<file path="config.mk">
export PLATFORM = sky130hd
export DESIGN_NAME = rmze_isqrt
export DESIGN_NICKNAME = d
export VERILOG_FILES = /design/src/design/rmze_pkg.sv /design/src/design/rmze_isqrt.sv
export SDC_FILE = /design/constraint.sdc
export NUM_CORES = 1
export LEC_CHECK = 0
export BUFFER_PORTS_ARGS = -buffer_cell sky130_fd_sc_hd__clkbuf_2
export CAP_MARGIN = 20
export CORE_ASPECT_RATIO = 1.75
export CORE_MARGIN = 8
export CORE_UTILIZATION = 40
export DETAILED_ROUTE_END_ITERATION = 8
export HOLD_SLACK_MARGIN = 0.03
export SETUP_SLACK_MARGIN = 0.05
export SLEW_MARGIN = 10
export SYNTH_ARGS = -nofsm -noshare
export SYNTH_HDL_FRONTEND = slang
export SYNTH_SLANG_ARGS = --single-unit
</file>
<file path="constraint.sdc">
create_clock -name clk -period 3.2 [get_ports clk]
set_input_delay 0.16 -clock clk [delete_from_list [all_inputs] [get_ports clk]]
set_output_delay 0.16 -clock clk [all_outputs]
set_load 0.005 [all_outputs]
</file>
<file path="src/design/rmze_pkg.sv">
`timescale 1ns / 1ps
package rmze_pkg;

  localparam int FRAC_BITS        = 16;
  localparam int ANG_BITS         = 30;
  localparam int OUT_SHIFT        = ANG_BITS - FRAC_BITS;
  localparam int IN_W             = 18;
  localparam int EXT_W            = IN_W + 1;
  localparam int OUT_W            = 19;
  localparam int LIM_W            = 17;
  localparam int ZW               = 35;
  localparam int XW               = 33;
  localparam int GUARD_SHIFT      = 12;
  localparam int CORDIC_STEPS_DEF = 18;
  localparam int ROOT_STAGES      = 17;
  localparam int ARG_W            = 33;
  localparam int ROOT_W           = 17;
  localparam int MAG_W            = 16;

  localparam logic signed [ZW-1:0] PI_Q      = 35'sd3373259426;
  localparam logic signed [ZW-1:0] HALF_PI_Q = 35'sd1686629713;
  localparam logic signed [ZW-1:0] TWO_PI_Q  = 35'sd6746518852;

  localparam logic [LIM_W-1:0] LIMIT_RESET = 17'd1;
  localparam logic [2:0]       ADDR_LIMIT  = 3'd0;

  // Outcome of the axis tests at the front of atan2
  typedef enum logic [2:0] {
    SP_NONE,
    SP_ZERO,
    SP_PI,
    SP_POS_HALF,
    SP_NEG_HALF
  } spec_t;

  typedef struct packed {
    logic signed [EXT_W-1:0] ay;
    logic signed [EXT_W-1:0] ax;
    logic signed [EXT_W-1:0] gy;
    logic signed [EXT_W-1:0] gx;
    logic signed [EXT_W-1:0] m22;
    logic [MAG_W-1:0]        amag;
    logic                    hi;
    logic                    lo;
    logic                    deg;
    logic                    flip;
  } side_t;

  typedef struct packed {
    logic hi;
    logic lo;
    logic deg;
    logic flip;
  } fin_t;

  // floor(atan(2^-i) * 2^30)
  function automatic logic signed [ZW-1:0] atan_q(input logic [4:0] i);
    logic signed [ZW-1:0] v;
    case (i)
      5'd0:  v = 35'sd843314856;
      5'd1:  v = 35'sd497837829;
      5'd2:  v = 35'sd263043836;
      5'd3:  v = 35'sd133525158;
      5'd4:  v = 35'sd67021686;
      5'd5:  v = 35'sd33543515;
      5'd6:  v = 35'sd16775850;
      5'd7:  v = 35'sd8388437;
      5'd8:  v = 35'sd4194282;
      5'd9:  v = 35'sd2097149;
      5'd10: v = 35'sd1048575;
      5'd11: v = 35'sd524287;
      5'd12: v = 35'sd262143;
      5'd13: v = 35'sd131071;
      5'd14: v = 35'sd65535;
      5'd15: v = 35'sd32767;
      5'd16: v = 35'sd16383;
      5'd17: v = 35'sd8191;
      5'd18: v = 35'sd4095;
      5'd19: v = 35'sd2047;
      5'd20: v = 35'sd1023;
      5'd21: v = 35'sd511;
      5'd22: v = 35'sd255;
      5'd23: v = 35'sd127;
      5'd24: v = 35'sd63;
      5'd25: v = 35'sd31;
      5'd26: v = 35'sd15;
      5'd27: v = 35'sd7;
      5'd28: v = 35'sd3;
      5'd29: v = 35'sd1;
      default: v = '0;
    endcase
    return v;
  endfunction

endpackage

</file>
<file path="src/design/rmze_isqrt.sv">
`timescale 1ns / 1ps
module rmze_isqrt (
  input  logic                              clk,
  input  logic                              en,
  input  logic [rmze_pkg::ARG_W-1:0]        arg,
  output logic [rmze_pkg::ROOT_W-1:0]       root
);

  localparam int N = rmze_pkg::ROOT_STAGES;
  localparam int W = rmze_pkg::ARG_W + 1;

  logic [W-1:0] rem_r [N];
  logic [W-1:0] res_r [N];
  logic [W-1:0] rem_in [N];
  logic [W-1:0] res_in [N];

  assign rem_in[0] = W'(arg);
  assign res_in[0] = '0;

  // One result bit per stage, most significant first
  for (genvar k = 0; k < N; k++) begin : g_stage
    localparam logic [W-1:0] BIT = W'(1) << (2 * (N - 1 - k));
    logic [W-1:0] trial;
    logic         ge;
    if (k > 0) begin : g_link
      assign rem_in[k] = rem_r[k-1];
      assign res_in[k] = res_r[k-1];
    end
    assign trial = res_in[k] + BIT;
    assign ge    = rem_in[k] >= trial;
    always_ff @(posedge clk) begin
      if (en) begin
        rem_r[k] <= ge ? rem_in[k] - trial : rem_in[k];
        res_r[k] <= ge ? (res_in[k] >> 1) + BIT : res_in[k] >> 1;
      end
    end
  end

  assign root = res_r[N-1][rmze_pkg::ROOT_W-1:0];

endmodule

</file>
# Word level (Yosys, flattened, before mapping)
# Memories as Yosys holds them, arrays and structs flattened.
# Cells that the tools add are included.
[classes] n_lt_le_gt_ge=17 shift=0 n_mul=0 muxes=36 n_eq_ne=0 bitwise_logic=0 reduce_logical=0 n_addsub=49 div=0
[ops] op="$mux W34" n=33
[ops] op="$ge A34 B34 Y1" n=16
[ops] op="$sub A34 B34 Y34" n=16
[ops] op="$add A33 B1 Y34 const B" n=1
[ops] op="$add A33 B11 Y34 const B" n=1
[ops] op="$add A33 B13 Y34 const B" n=1
[ops] op="$add A33 B15 Y34 const B" n=1
[ops] op="$add A33 B17 Y34 const B" n=1
[ops] op="$add A33 B19 Y34 const B" n=1
[ops] op="$add A33 B21 Y34 const B" n=1
[ops] op="$add A33 B23 Y34 const B" n=1
[ops] op="$add A33 B25 Y34 const B" n=1
[ops] op="$add A33 B27 Y34 const B" n=1
[ops] op="$add A33 B29 Y34 const B" n=1
[ops] op="$add A33 B3 Y34 const B" n=1
[ops] op="$add A33 B31 Y34 const B" n=1
[ops] op="$add A33 B5 Y34 const B" n=1
[ops] op="$add A33 B7 Y34 const B" n=1
[ops] op="$add A33 B9 Y34 const B" n=1
[ops] op="$add A34 B1 Y34 const B" n=1
[ops] op="$add A34 B11 Y34 const B" n=1
[ops] op="$add A34 B13 Y34 const B" n=1
[ops] op="$add A34 B15 Y34 const B" n=1
[ops] op="$add A34 B17 Y34 const B" n=1
[ops] op="15 further kinds" n=16
[totals] output_inout_bits=17 reg_bits=0 mem_count=2 ram_bits=1156 wordCells=104 latch_bits=0 rom_bits=0
[mem_list] memory="rem_r" words=17 word_bits=34 read_ports=16 rd_clocked_by_memory_dff=0 write_ports=17 line_no="rmze_isqrt.sv:12" text="logic [W-1:0] rem_r [N];"
[mem_list] memory="res_r" words=17 word_bits=34 read_ports=17 rd_clocked_by_memory_dff=0 write_ports=17 line_no="rmze_isqrt.sv:13" text="logic [W-1:0] res_r [N];"

# Logic depth before layout (Yosys ltp)
# Gate-level depths: netlist (run 1).
# An unclocked memory read counts as a cell.
[logic_depth] word_depth=4 ltp_mapped=12

# Worst setup path after synthesis (run 1)
# Ideal clock, no wire load.
[synth_path] kind="register to register" startpoint="memory rem_r[0][321] (netlist bit)" endpoint="memory rem_r[0][373] (netlist bit), data pin" period_less_slack_ps=3129 setup_ps=266 path_stages_with_launch=10 t_arrival_ps=2863 path_slack_ps=71 path_cell_list="edfxtp_1 ha_1 a21oi_1 a21oi_1 a2111oi_0 a21o_1 o21ai_0 or4b_2 nor3_1 xor2_1"
[synth_lines] element="from (decl)" line_no="rmze_isqrt.sv:12"

==> results by group, run 1 <==
Cells and area
  – Final Util: 0.4725
  – Post-route design area: 38,180 um^2
  – Final nets: about 3,000
  – Share of layout cells above drive strength 1: 0.1454
  – Area grow syn2layout: 17.34%
  – Ant. Diodes: 0

Worst setup path
  – Worst reg-to-reg path cell count: 12
  – Crit path launch type: flip-flop
  – Largest fanout on the critical path: 9
  – RR Endpoint: rem_r[0][498]
  – Worst Setup End Kind: flip-flop
  – Critical path class: reg2reg
  – Reg-to-reg slack, setup: -0.004 ns
  – CP Capture Point: rem_r[0][498]
  – Worst R2R Start: rem_r[0][450]
  – Worst Path Arrival: between 3 and 4 ns
  – Worst Setup SP: rem_r[0][450]
  – Worst path required time: 3.56 ns

Detailed routing
  – Detailed-route DRC error count: 0
  – Metal2 WL: 44,620 um
  – M1 WL: 18,630 um
  – DRT Wirelength: 70,000 um
  – WL/cell: about 18 um
  – DR vias: 20,326
  – DR vias/cell: between 5 and 6
  – Met3 WL: 1837 um
  – Top layer in use: met4
  – DRT Pass-1 Iters: 5
  – ANT nets after route: 0
  – DRT iter0 DRCs: 785

Synthesis
  – Async SR Flop Fraction: 0
  – EDFF count, synth: 697
  – Main synth FF type: edfxtp_1
  – Top cells by area, synth: edfxtp_1 64%, ha_1 6.4%, xor2_1 3.4%, xnor2_1 2.5%, inv_1 2.3%
  – Post-Syn Area: 32,540 um^2
  – Yosys cell types: 72
  – Mapped Avg Cell Area: between 10 and 15 um^2
  – Seq/Total Area, Yosys: 0.6432
  – Register bit total from synthesis: 697
  – Dominant cell type by area after synthesis: edfxtp_1
  – Ys Warns: 0
  – Synth top area share: 0.6432
  – Cells after Synth: between 2,000 and 2,500

Floorplan
  – Die span in x: approximately 230 um
  – Initial Util: 0.4027
  – Core area: 80,810 um^2
  – I/O pins: 52
  – Die Ht: around 390 um
  – Die Area: 91,090 um^2
  – Row cnt: between 100 and 150

Outcome
  – Outcome: complete, but fails checks
  – Violated checks: negative setup slack

Clock network
  – CTS tree: yes
  – Root Driver: clkbuf_16
  – Clock slew at reported path FFs: 0.06 ns
  – CTS Buf Count: 69
  – Clock Path Buffers: 3
  – Clk sinks: between 600 and 700
  – Worst-skew pair later-pin latency: 0.62 ns
  – CTS H-Tree Depth: 3

GRT
  – Vias in the first global route: roughly 22,000
  – Overflow after GRT: 0
  – Total GRT Usage: 0.1503
  – Initial antenna violation count: 0
  – First-pass GRT wire length: 107,400 um
  – Largest net degree at the start of global routing: 111

Placement
  – Area of placed instances: about 35,000 um^2
  – Post-DP HPWL: 53,010 um
  – Placer Congestion: 0.9507
  – Buffers on Ports: just over 50

STA
  – Fmax: 0.3121 GHz
  – Setup-failing EPs final: 1
  – RSZ-0062 raised after global routing: true
  – Max-slew violations: 0
  – Worst slew pin tran: 0.7530 ns
  – Final setup skew: 0.02593 ns
  – Final setup margin: -0.003875 ns
  – Period minus WS final: 3.204 ns
  – Slew headroom: 0.4946
  – Period utilisation layout: 1.001
  – Count of final hold-check violations: 0

Worst hold path
  – Hold WC Path Type: in2reg

Pwr
  – Maximum vdd drop: roughly 0.53 mV
  – LEAKAGE: 14.45 nW
  – Pwr dens: about 640 nW/um^2

Job
  – MaxCap Viol Count: 0
==> where the power goes <==
part           internal (W)  switching, W  leakage [nW]
logic               0.00198       0.00250          6.74
clock network       0.00434       0.00343          1.03
registers            0.0115      0.000739          6.68
total                0.0178       0.00667          14.4
==> metrics by stage <==
step / worst slack, ns / setup TNS [ns] / total power (W) / instances / hold slack, ns
4_1_cts: 0.03163 / 0 / 0.02453 / 3858 / 0.2030
3_3_place_gp: -0.3698 / -2.852 / 0.01644 / 3698 / 0.3381
2_1_floorplan: 0.07090 / 0 / 0.01500 / 2492 / 0.2589
5_1_grt: -0.06906 / -0.2776 / 0.02554 / 3869 / 0.2295
6_report: -0.003875 / -0.003875 / 0.02448 / 3869 / 0.2508
3_5_place_dp: -0.3500 / -4.645 / 0.01664 / 3698 / 0.3388
==> critical path, cell delays in order (launching register included) <==
cell,delay (ns)
edfxtp_1,0.43
ha_4,0.30
or4bb_4,0.46
nor4_4,0.33
buf_4,0.19
a31oi_4,0.08
o211ai_1,0.26
a21oi_4,0.10
buf_4,0.19
inv_2,0.09
o211ai_4,0.15
nor3_1,0.25
xor2_1,0.11
==> layer usage <==
| metal | up-vias | global-route usage |
|---|---|---|
| met3 | 226 | 0.01915 |
| met2 | 405 | 0.3432 |
| met4 | 0 | 0.1040 |
| met5 | - | 0 |
| li1 | 9842 | - |
| met1 | 9853 | 0.09637 |
==> state kept, by name, indices dropped and copies added (netlist names) <==
signal,cells
rem_r,544
res_r,153
==> synth_stat cells, types with 26 or more instances <==
cell	n
nor2_1	153
nand3_1	26
ha_1	166
nand2_1	154
o21ai_0	138
nor3_1	82
nor4_1	75
xor2_1	128
a21o_1	36
nand2b_1	36
nand4_1	38
inv_1	196
o21a_1	38
or3_1	28
xnor2_1	94
edfxtp_1	697
a21oi_1	121
==> cell usage in the layout (no fill, tap or decap), types with 16 or more instances in the layout <==
| master | count |
|---|---|
| edfxtp_1 | 697 |
| inv_1 | 196 |
| ha_1 | 163 |
| nand2_1 | 154 |
| nor2_1 | 150 |
| buf_4 | 138 |
| o21ai_0 | 135 |
| xor2_1 | 128 |
| a21oi_1 | 116 |
| xnor2_1 | 94 |
| nor3_1 | 69 |
| clkbuf_16 | 69 |
| nor4_1 | 65 |
| clkbuf_2 | 50 |
| nand4_1 | 38 |
| o21a_1 | 37 |
| nand2b_1 | 35 |
| a21o_1 | 35 |
| dlygate4sd3_1 | 34 |
| nand3_1 | 26 |
| or3_1 | 22 |
| nor2b_1 | 20 |
| mux2_2 | 18 |
| clkbuf_1 | 18 |
| o31ai_1 | 16 |
==> how the worst min path moves through the flow <==
| stage | start | end | slack [ns] | cells past startpoint |
|---|---|---|---|---|
| after CTS | arg[13] | rem_r[0][13] | 0.20 | 2 |
| after detailed placement | arg[20] | rem_r[0][20] | 0.34 | 1 |
| after global placement | arg[4] | rem_r[0][4] | 0.34 | 1 |
| after floorplan | arg[0] | rem_r[0][0] | 0.26 | 0 |
| final | arg[9] | rem_r[0][9] | 0.25 | 2 |
| after global routing | arg[9] | rem_r[0][9] | 0.23 | 2 |
==> kinds of logic (layout without fill, tap and decap cells) <==
logic type      after synthesis  count (layout)  synth area share
compound gates              441             441           0.08421
other cells                   1               2         0.0001152
xor+xnor                    222             222           0.05975
fa+ha+maj                   166             166           0.06383
simple gates                707             707            0.1131
mux                          25              25          0.008382
buf+inv                     232             559           0.02742
flops                       697             697            0.6432
==> what timing repair did <==
| item | in CTS | in global routing |
|---|---|---|
| pin swaps | 6 | 12 |
| setup endpoints to repair | 70 | 78 |
| resized for setup | 32 | 55 |
| hold buffers | 34 | 0 |
| hold endpoints to repair | 74 | 0 |
| gates cloned | 0 | 0 |
| setup buffers | 3 | 10 |
==> area by class of cell <==
| type | count | area (um^2) |
|---|---|---|
| tap | 1050 | 1314 |
| timing repair buffer | 236 | 1869 |
| clock buffer | 87 | 1794 |
| multi-input combinational | 1563 | 11180 |
| fill | 6944 | 42620 |
| inverter | 200 | 758.2 |
| sequential | 697 | 20930 |
| clock inverter | 36 | 339.1 |
(Power assumes the default switching activity.)
==> inputs of run 2 (changes only) <==
CORE_MARGIN = not set   (was 8)
==> results by group, run 2 (synthesis gave the netlist of run 1 again) <==
Detailed routing
  – DRT iter0 DRCs: 1,066 (+36%)
  – WL/cell: 18.08 um (about the same)
  – Detailed-route DRC error count: 0 (unchanged)
  – DR vias/cell: 5.247 (-0.12%)
  – DR vias: 20,207 (-0.59%)
  – DRT Pass-1 Iters: 6 (+1)
  – ANT nets after route: 0 (unchanged)
  – DRT Wirelength: 69,640 um (-0.52%)

Clock network
  – Clk sinks: 697 (unchanged)
  – CTS Buf Count: 69 (unchanged)
  – Clock Path Buffers: 3 (unchanged)
  – CTS H-Tree Depth: 3 (unchanged)
  – Clock slew at reported path FFs: 0.06 ns (about the same)
  – Root Driver: clkbuf_16
  – Worst-skew pair later-pin latency: 0.62 ns (about the same)
  – CTS tree: yes

GRT
  – Overflow after GRT: 0 (unchanged)
  – First-pass GRT wire length: 106,700 um (-0.72%)
  – Total GRT Usage: 0.1693 (+0.01904)
  – Largest net degree at the start of global routing: 141 (+27%)
  – Vias in the first global route: 21,882 (-1.1%)
  – Initial antenna violation count: 1 (+1)

STA
  – Count of final hold-check violations: 0 (unchanged)
  – Max-slew violations: 0 (unchanged)
  – RSZ-0062 raised after global routing: true
  – Worst slew pin tran: 0.7608 ns (+0.007850 ns)
  – Fmax: 0.3217 GHz (+3.1%)
  – Slew headroom: 0.4928 (-0.001865)
  – Setup-failing EPs final: 0 (-1)
  – Period minus WS final: 3.108 ns (-0.09539 ns)
  – Period utilisation layout: 0.9714 (-0.02981)
  – Final setup skew: 0.03249 ns (+0.006562 ns)
  – Setup TNS: 0 ns (+0.003875 ns)

Worst setup path
  – Crit path buffers/inverters: 1 (-2)
  – Worst Setup End Kind: flip-flop
  – Critical path cell sequence: ha_4 > or4bb_4 > nor4_4 > buf_4 > a31oi_1 > o211ai_1 > a21oi_4 > or4_4 > nor3_2 > xor2_1
  – Largest fanout on the critical path: 5 (-4)
  – CP max stage cell: or4_4
  – Worst reg-to-reg path cell count: 10 (-2)
  – Critical path class: reg2reg
  – Max stage delay on crit path: 0.51 ns (+0.05 ns)
  – Worst Path Arrival: 3.44 ns (-0.12 ns)
  – Worst path required time: 3.54 ns (-0.02 ns)
  – Crit path launch type: flip-flop
  – Logic depth of the worst path, buffers included: 10 (-2)
  – CP delay by family, top: simple AND/OR/NAND/NOR gates

Cells and area
  – Share of layout cells above drive strength 1: 0.1385 (-0.006920)
  – Largest registers: rem_r: 544 flops, res_r: 153 flops
  – Area grow syn2layout: 16.80%
  – Max FFs per register: 544 (unchanged)
  – Most frequent cells in the layout: 697 x edfxtp_1, 196 x inv_1, 162 x ha_1
  – Final nets: 2,958 (-0.34%)
  – Final Util: 0.4714 (-0.001160)
  – Reg with most FFs: rem_r
  – Fillers: 6,839 (-1.5%)
  – Ant. Diodes: 0 (unchanged)
  – Commonest non-fill, non-tap cell in the layout: edfxtp_1

Pwr
  – Clock share of power: 0.316 (-0.002)
  – Net switching power: 0.006576 W (-1.4%)
  – Power Total: 0.02442 W (-0.24%)
  – Maximum vdd drop: 0.4964 mV (-6.3%)
  – Cell Int Power: 0.01784 W (+0.21%)
  – LEAKAGE: 14.37 nW (-0.56%)
  – Share of power burned in registers: 0.500 (about the same)
  – Logic gate share of total power: 0.184 (about the same)
  – Switch share: 0.2693 (-0.003276)
  – Pwr dens: 642.5 nW/um^2 (+0.22%)

Worst hold path
  – Hold WC Path Type: in2reg
  – Hold Crit Depth: 2 (unchanged)

Placement
  – Placer Congestion: 0.9513 (about the same)
  – Post-DP HPWL: 52,000 um (-1.9%)
  – Buffers on Ports: 51 (unchanged)

Outcome
  – Outcome: finished, final reports clean

Floorplan
  – Die Area: 82,540 um^2 (-9.4%)
  – Die Ht: 379.3 um (-3.6%)
  – Die span in x: 217.6 um (-6.0%)
  – I/O pins: 52 (unchanged)
  – Initial Util: 0.4035 (+0.0008623)
  – Core area: 80,630 um^2 (-0.21%)
  – Row cnt: 138 (unchanged)

Job
  – MaxCap Viol Count: 0 (unchanged)
==> run 2: cell types whose count changed in the layout (fill, tap and decap cells not counted), sizes merged <==
cell,delta
bufinv,-1
clkinv,-1
buf,-10
clkinvlp,-3
inv,-3
==> run 2: layout make-up <==
class / count / area [um^2] / area share
Sequential cell: 697 / 20930 / 0.5507
Tap cell: 1050 / 1314 / 0.03457
Multi-Input combinational cell: 1563 / 11130 / 0.2929
Clock inverter: 28 / 232.7 / 0.006123
Inverter: 200 / 758.2 / 0.01995
Timing Repair Buffer: 226 / 1760 / 0.04632
Clock buffer: 87 / 1879 / 0.04945
==> run 2: power groups by stage <==
stage          Sequential (W)  Clock (W)  Combinational, W
3_5_place_dp           0.0124          0           0.00426
2_1_floorplan          0.0121          0           0.00286
3_3_place_gp           0.0123          0           0.00410
5_1_grt                0.0123    0.00821           0.00494
6_report               0.0122    0.00772           0.00449
4_1_cts                0.0122    0.00790           0.00440
==> run 2: worst reg2reg max path: stages (launching register included) <==
cell and delay [ns]:
edfxtp_1 0.43, ha_4 0.30, or4bb_4 0.47, nor4_4 0.27, buf_4 0.17, a31oi_1 0.08, o211ai_1 0.25, a21oi_4 0.11
or4_4 0.51, nor3_2 0.17, xor2_1 0.09
==> run 2: per-stage QoR <==
| step | instances | worst slack [ns] | hold WS [ns] | area, um^2 |
|---|---|---|---|---|
| after floorplan | 2492 | 0.07090 | 0.2589 | 32540 |
| after global placement | 3692 | -0.2413 | 0.3386 | 35070 |
| after detailed placement | 3692 | -0.3053 | 0.3389 | 35070 |
| after CTS | 3845 | 0.05578 | 0.2138 | 37710 |
| after global routing | 3851 | -0.02970 | 0.2361 | 38010 |
| final | 3851 | 0.09152 | 0.2481 | 38010 |
==> run 2: metal layers <==
layer	GRT usage	part of all wire	vias up
met5	0	0	-
met4	0.1071	0.061	0
met3	0.02278	0.026	204
met2	0.3931	0.65	385
met1	0.1090	0.27	9806
li1	-	-	9812
==> run 2: path summary, 6_finish.rpt <==
check / slack [ns] / startpoint / end
worst min register to register: 0.44 / rem_r[0][343] / rem_r[0][377]
worst max register to register: 0.09 / rem_r[0][450] / rem_r[0][505]
worst max-delay path: 0.09 / rem_r[0][450] / rem_r[0][505]
worst min-delay path: 0.25 / arg[25] / rem_r[0][25]
==> run 2: what timing repair did <==
item | 4_1_cts | 5_1_grt
pin swaps | 5 | 6
endpoints found under the hold margin | 68 | 0
setup endpoints to repair | 43 | 73
hold buffers | 34 | 0
gates resized for setup | 32 | 50
setup buffers | 4 | 5
==> inputs of run 3 (changes only) <==
BUFFER_PORTS_ARGS = -buffer_cell sky130_fd_sc_hd__buf_2   (was -buffer_cell sky130_fd_sc_hd__clkbuf_2)
==> results by group, run 3 (synthesis gave the netlist of run 1 again) <==
Outcome
  – Outcome: finished, final reports clean

Pwr
  – Logic gate share of total power: 0.183 (about the same)
  – Share of power burned in registers: 0.500 (about the same)
  – Maximum vdd drop: 0.5221 mV (+5.2%)
  – Power Total: 0.02440 W (about the same)
  – Switch share: 0.2718 (+0.002496)
  – Pwr dens: 642.1 nW/um^2 (about the same)
  – LEAKAGE: 14.40 nW (+0.20%)
  – Clock share of power: 0.317 (about the same)
  – Cell Int Power: 0.01776 W (-0.44%)
  – Net switching power: 0.006631 W (+0.83%)

Worst setup path
  – Worst path required time: 3.56 ns (+0.02 ns)
  – Critical path class: reg2reg
  – Critical path cell sequence: or4_4 > or3_4 > or4_4 > a2111oi_4 > and2_4 > inv_6 > nand4_1 > nor4_4 > xor2_1
  – Worst R2R Start: rem_r[0][496]
  – CP delay by family, top: simple AND/OR/NAND/NOR gates
  – Most used cell, CP: or4_4
  – Max stage delay on crit path: 0.55 ns (+0.04 ns)
  – Crit path launch type: flip-flop
  – Worst Setup SP: rem_r[0][496]
  – Worst Path Arrival: 3.47 ns (+0.03 ns)
  – Crit path buffers/inverters: 1 (unchanged)
  – Largest fanout on the critical path: 4 (-1)
  – Worst Setup End Kind: flip-flop
  – CP max stage cell: or4_4

Floorplan
  – Die Area: 82,540 um^2 (unchanged)
  – Die Ht: 379.3 um (unchanged)
  – Die span in x: 217.6 um (unchanged)
  – Initial Util: 0.4035 (unchanged)
  – I/O pins: 52 (unchanged)
  – Row cnt: 138 (unchanged)
  – Core area: 80,630 um^2 (unchanged)

Detailed routing
  – WL/cell: 18.20 um (+0.62%)
  – DRT Pass-1 Iters: 5 (-1)
  – ANT nets after route: 0 (unchanged)
  – DRT iter0 DRCs: 1,038 (-2.6%)
  – Detailed-route DRC error count: 0 (unchanged)
  – DRT Wirelength: 70,350 um (+1.0%)
  – DR vias/cell: 5.264 (+0.32%)
  – DR vias: 20,351 (+0.71%)

GRT
  – First-pass GRT wire length: 108,100 um (+1.3%)
  – Overflow after GRT: 0 (unchanged)
  – Vias in the first global route: 22,154 (+1.2%)
  – Total GRT Usage: 0.1725 (+0.003208)
  – Largest net degree at the start of global routing: 114 (-19%)
  – Initial antenna violation count: 0 (-1)

Cells and area
  – Area grow syn2layout: 16.76% (about the same)
  – Largest registers: rem_r: 544 flops, res_r: 153 flops
  – Max FFs per register: 544 (unchanged)
  – Most frequent cells in the layout: 697 x edfxtp_1, 196 x inv_1, 164 x ha_1
  – Share of layout cells above drive strength 1: 0.1403 (+0.001748)
  – Final nets: 2,967 (+0.30%)
  – Final Util: 0.4712 (about the same)
  – Ant. Diodes: 0 (unchanged)
  – Reg with most FFs: rem_r
  – Commonest non-fill, non-tap cell in the layout: edfxtp_1

Clock network
  – Clock slew at reported path FFs: 0.06 ns (about the same)
  – CTS tree: yes
  – Clock Path Buffers: 3 (unchanged)
  – CTS Buf Count: 69 (unchanged)
  – Worst-skew pair later-pin latency: 0.62 ns (about the same)
  – Clk sinks: 697 (unchanged)
  – CTS H-Tree Depth: 3 (unchanged)
  – Root Driver: clkbuf_16

STA
  – Period utilisation layout: 0.9707 (about the same)
  – Final setup margin: 0.09389 ns (+0.002375 ns)
  – Setup-failing EPs final: 0 (unchanged)
  – Worst slew pin tran: 0.8391 ns (+0.07830 ns)
  – Final setup skew: 0.01423 ns (-0.01826 ns)
  – RSZ-0062 raised after global routing: true
  – Slew headroom: 0.4368 (-0.05596)
  – Count of final hold-check violations: 0 (unchanged)
  – Fmax: 0.3219 GHz (about the same)
  – Max-slew violations: 0 (unchanged)
  – Period minus WS final: 3.106 ns (-0.002375 ns)

Placement
  – Post-DP HPWL: 53,020 um (+2.0%)
  – Placer Congestion: 0.9573 (+0.63%)
  – Buffers on Ports: 51 (unchanged)
  – Place WS: -0.3439 ns (-0.03862 ns)

Job
  – MaxCap Viol Count: 0 (unchanged)

Worst hold path
  – HP Start: en
  – Hold WC Path Type: in2reg
## run 3: changes by cell type in the layout (fill, tap and decap cells not counted), sizes merged
cell,before,now
buf,142,202
clkbuf,137,79
clkinv,22,32
clkinvlp,1,3
bufinv,3,4
dlygate4sd3,34,33
inv,202,203
## run 3: repair_timing
action,CTS,global route
buffers inserted,6,3
endpoints found under the hold margin,33,0
hold buffers,33,0
pin swaps,6,8
setup endpoints to repair,64,67
resized for setup,32,35
## run 3: layout make-up
type	instances	area (um^2)
inverters	200	755.7
clock buffers	79	1764
repair buffers	235	1809
clock inverters	42	374.1
multi-input cells	1563	11050
fillers	6886	42640
well taps	1050	1314
flip-flops and latches	697	20930
## run 3: power by group through the flow
stage	Clock, W	Combinational (W)	Sequential (W)
floorplan	0	0.00286	0.0121
global placement	0	0.00413	0.0123
detailed placement	0	0.00428	0.0124
CTS	0.00792	0.00441	0.0122
global route	0.00823	0.00494	0.0123
finish	0.00772	0.00447	0.0122
## run 3: worst paths after layout
kind	cells past startpoint	slack (ns)	to
setup / recovery	9	0.09	rem_r[0][543]
hold / removal	1	0.06	res_r[0][32]
setup reg to reg	9	0.09	rem_r[0][543]
hold reg to reg	0	0.44	rem_r[0][374]
## run 3: per-layer routing
layer,routed length (um),GRT usage,vias up
met5,0,0,-
met4,5898,0.1452,0
met3,1591,0.02046,230
met2,44430,0.3910,394
met1,18420,0.1070,9888
li1,-,-,9839
## run 3: stage by stage
stage / hold WS (ns) / instance area, um^2 / cells / setup TNS [ns]
floorplan: 0.2589 / 32540 / 2492 / 0
global placement: 0.3375 / 35140 / 3702 / -2.989
detailed placement: 0.3387 / 35140 / 3702 / -3.767
CTS: 0.03641 / 37800 / 3862 / 0
global route: 0.07136 / 38000 / 3866 / 0
finish: 0.05758 / 38000 / 3866 / 0
## run 3: worst reg2reg max path, cell delays in order (launching register included)
cell	delay, ns
edfxtp_1	0.40
or4_4	0.55
or3_4	0.37
or4_4	0.43
a2111oi_4	0.34
and2_4	0.27
inv_6	0.05
nand4_1	0.22
nor4_4	0.07
xor2_1	0.14
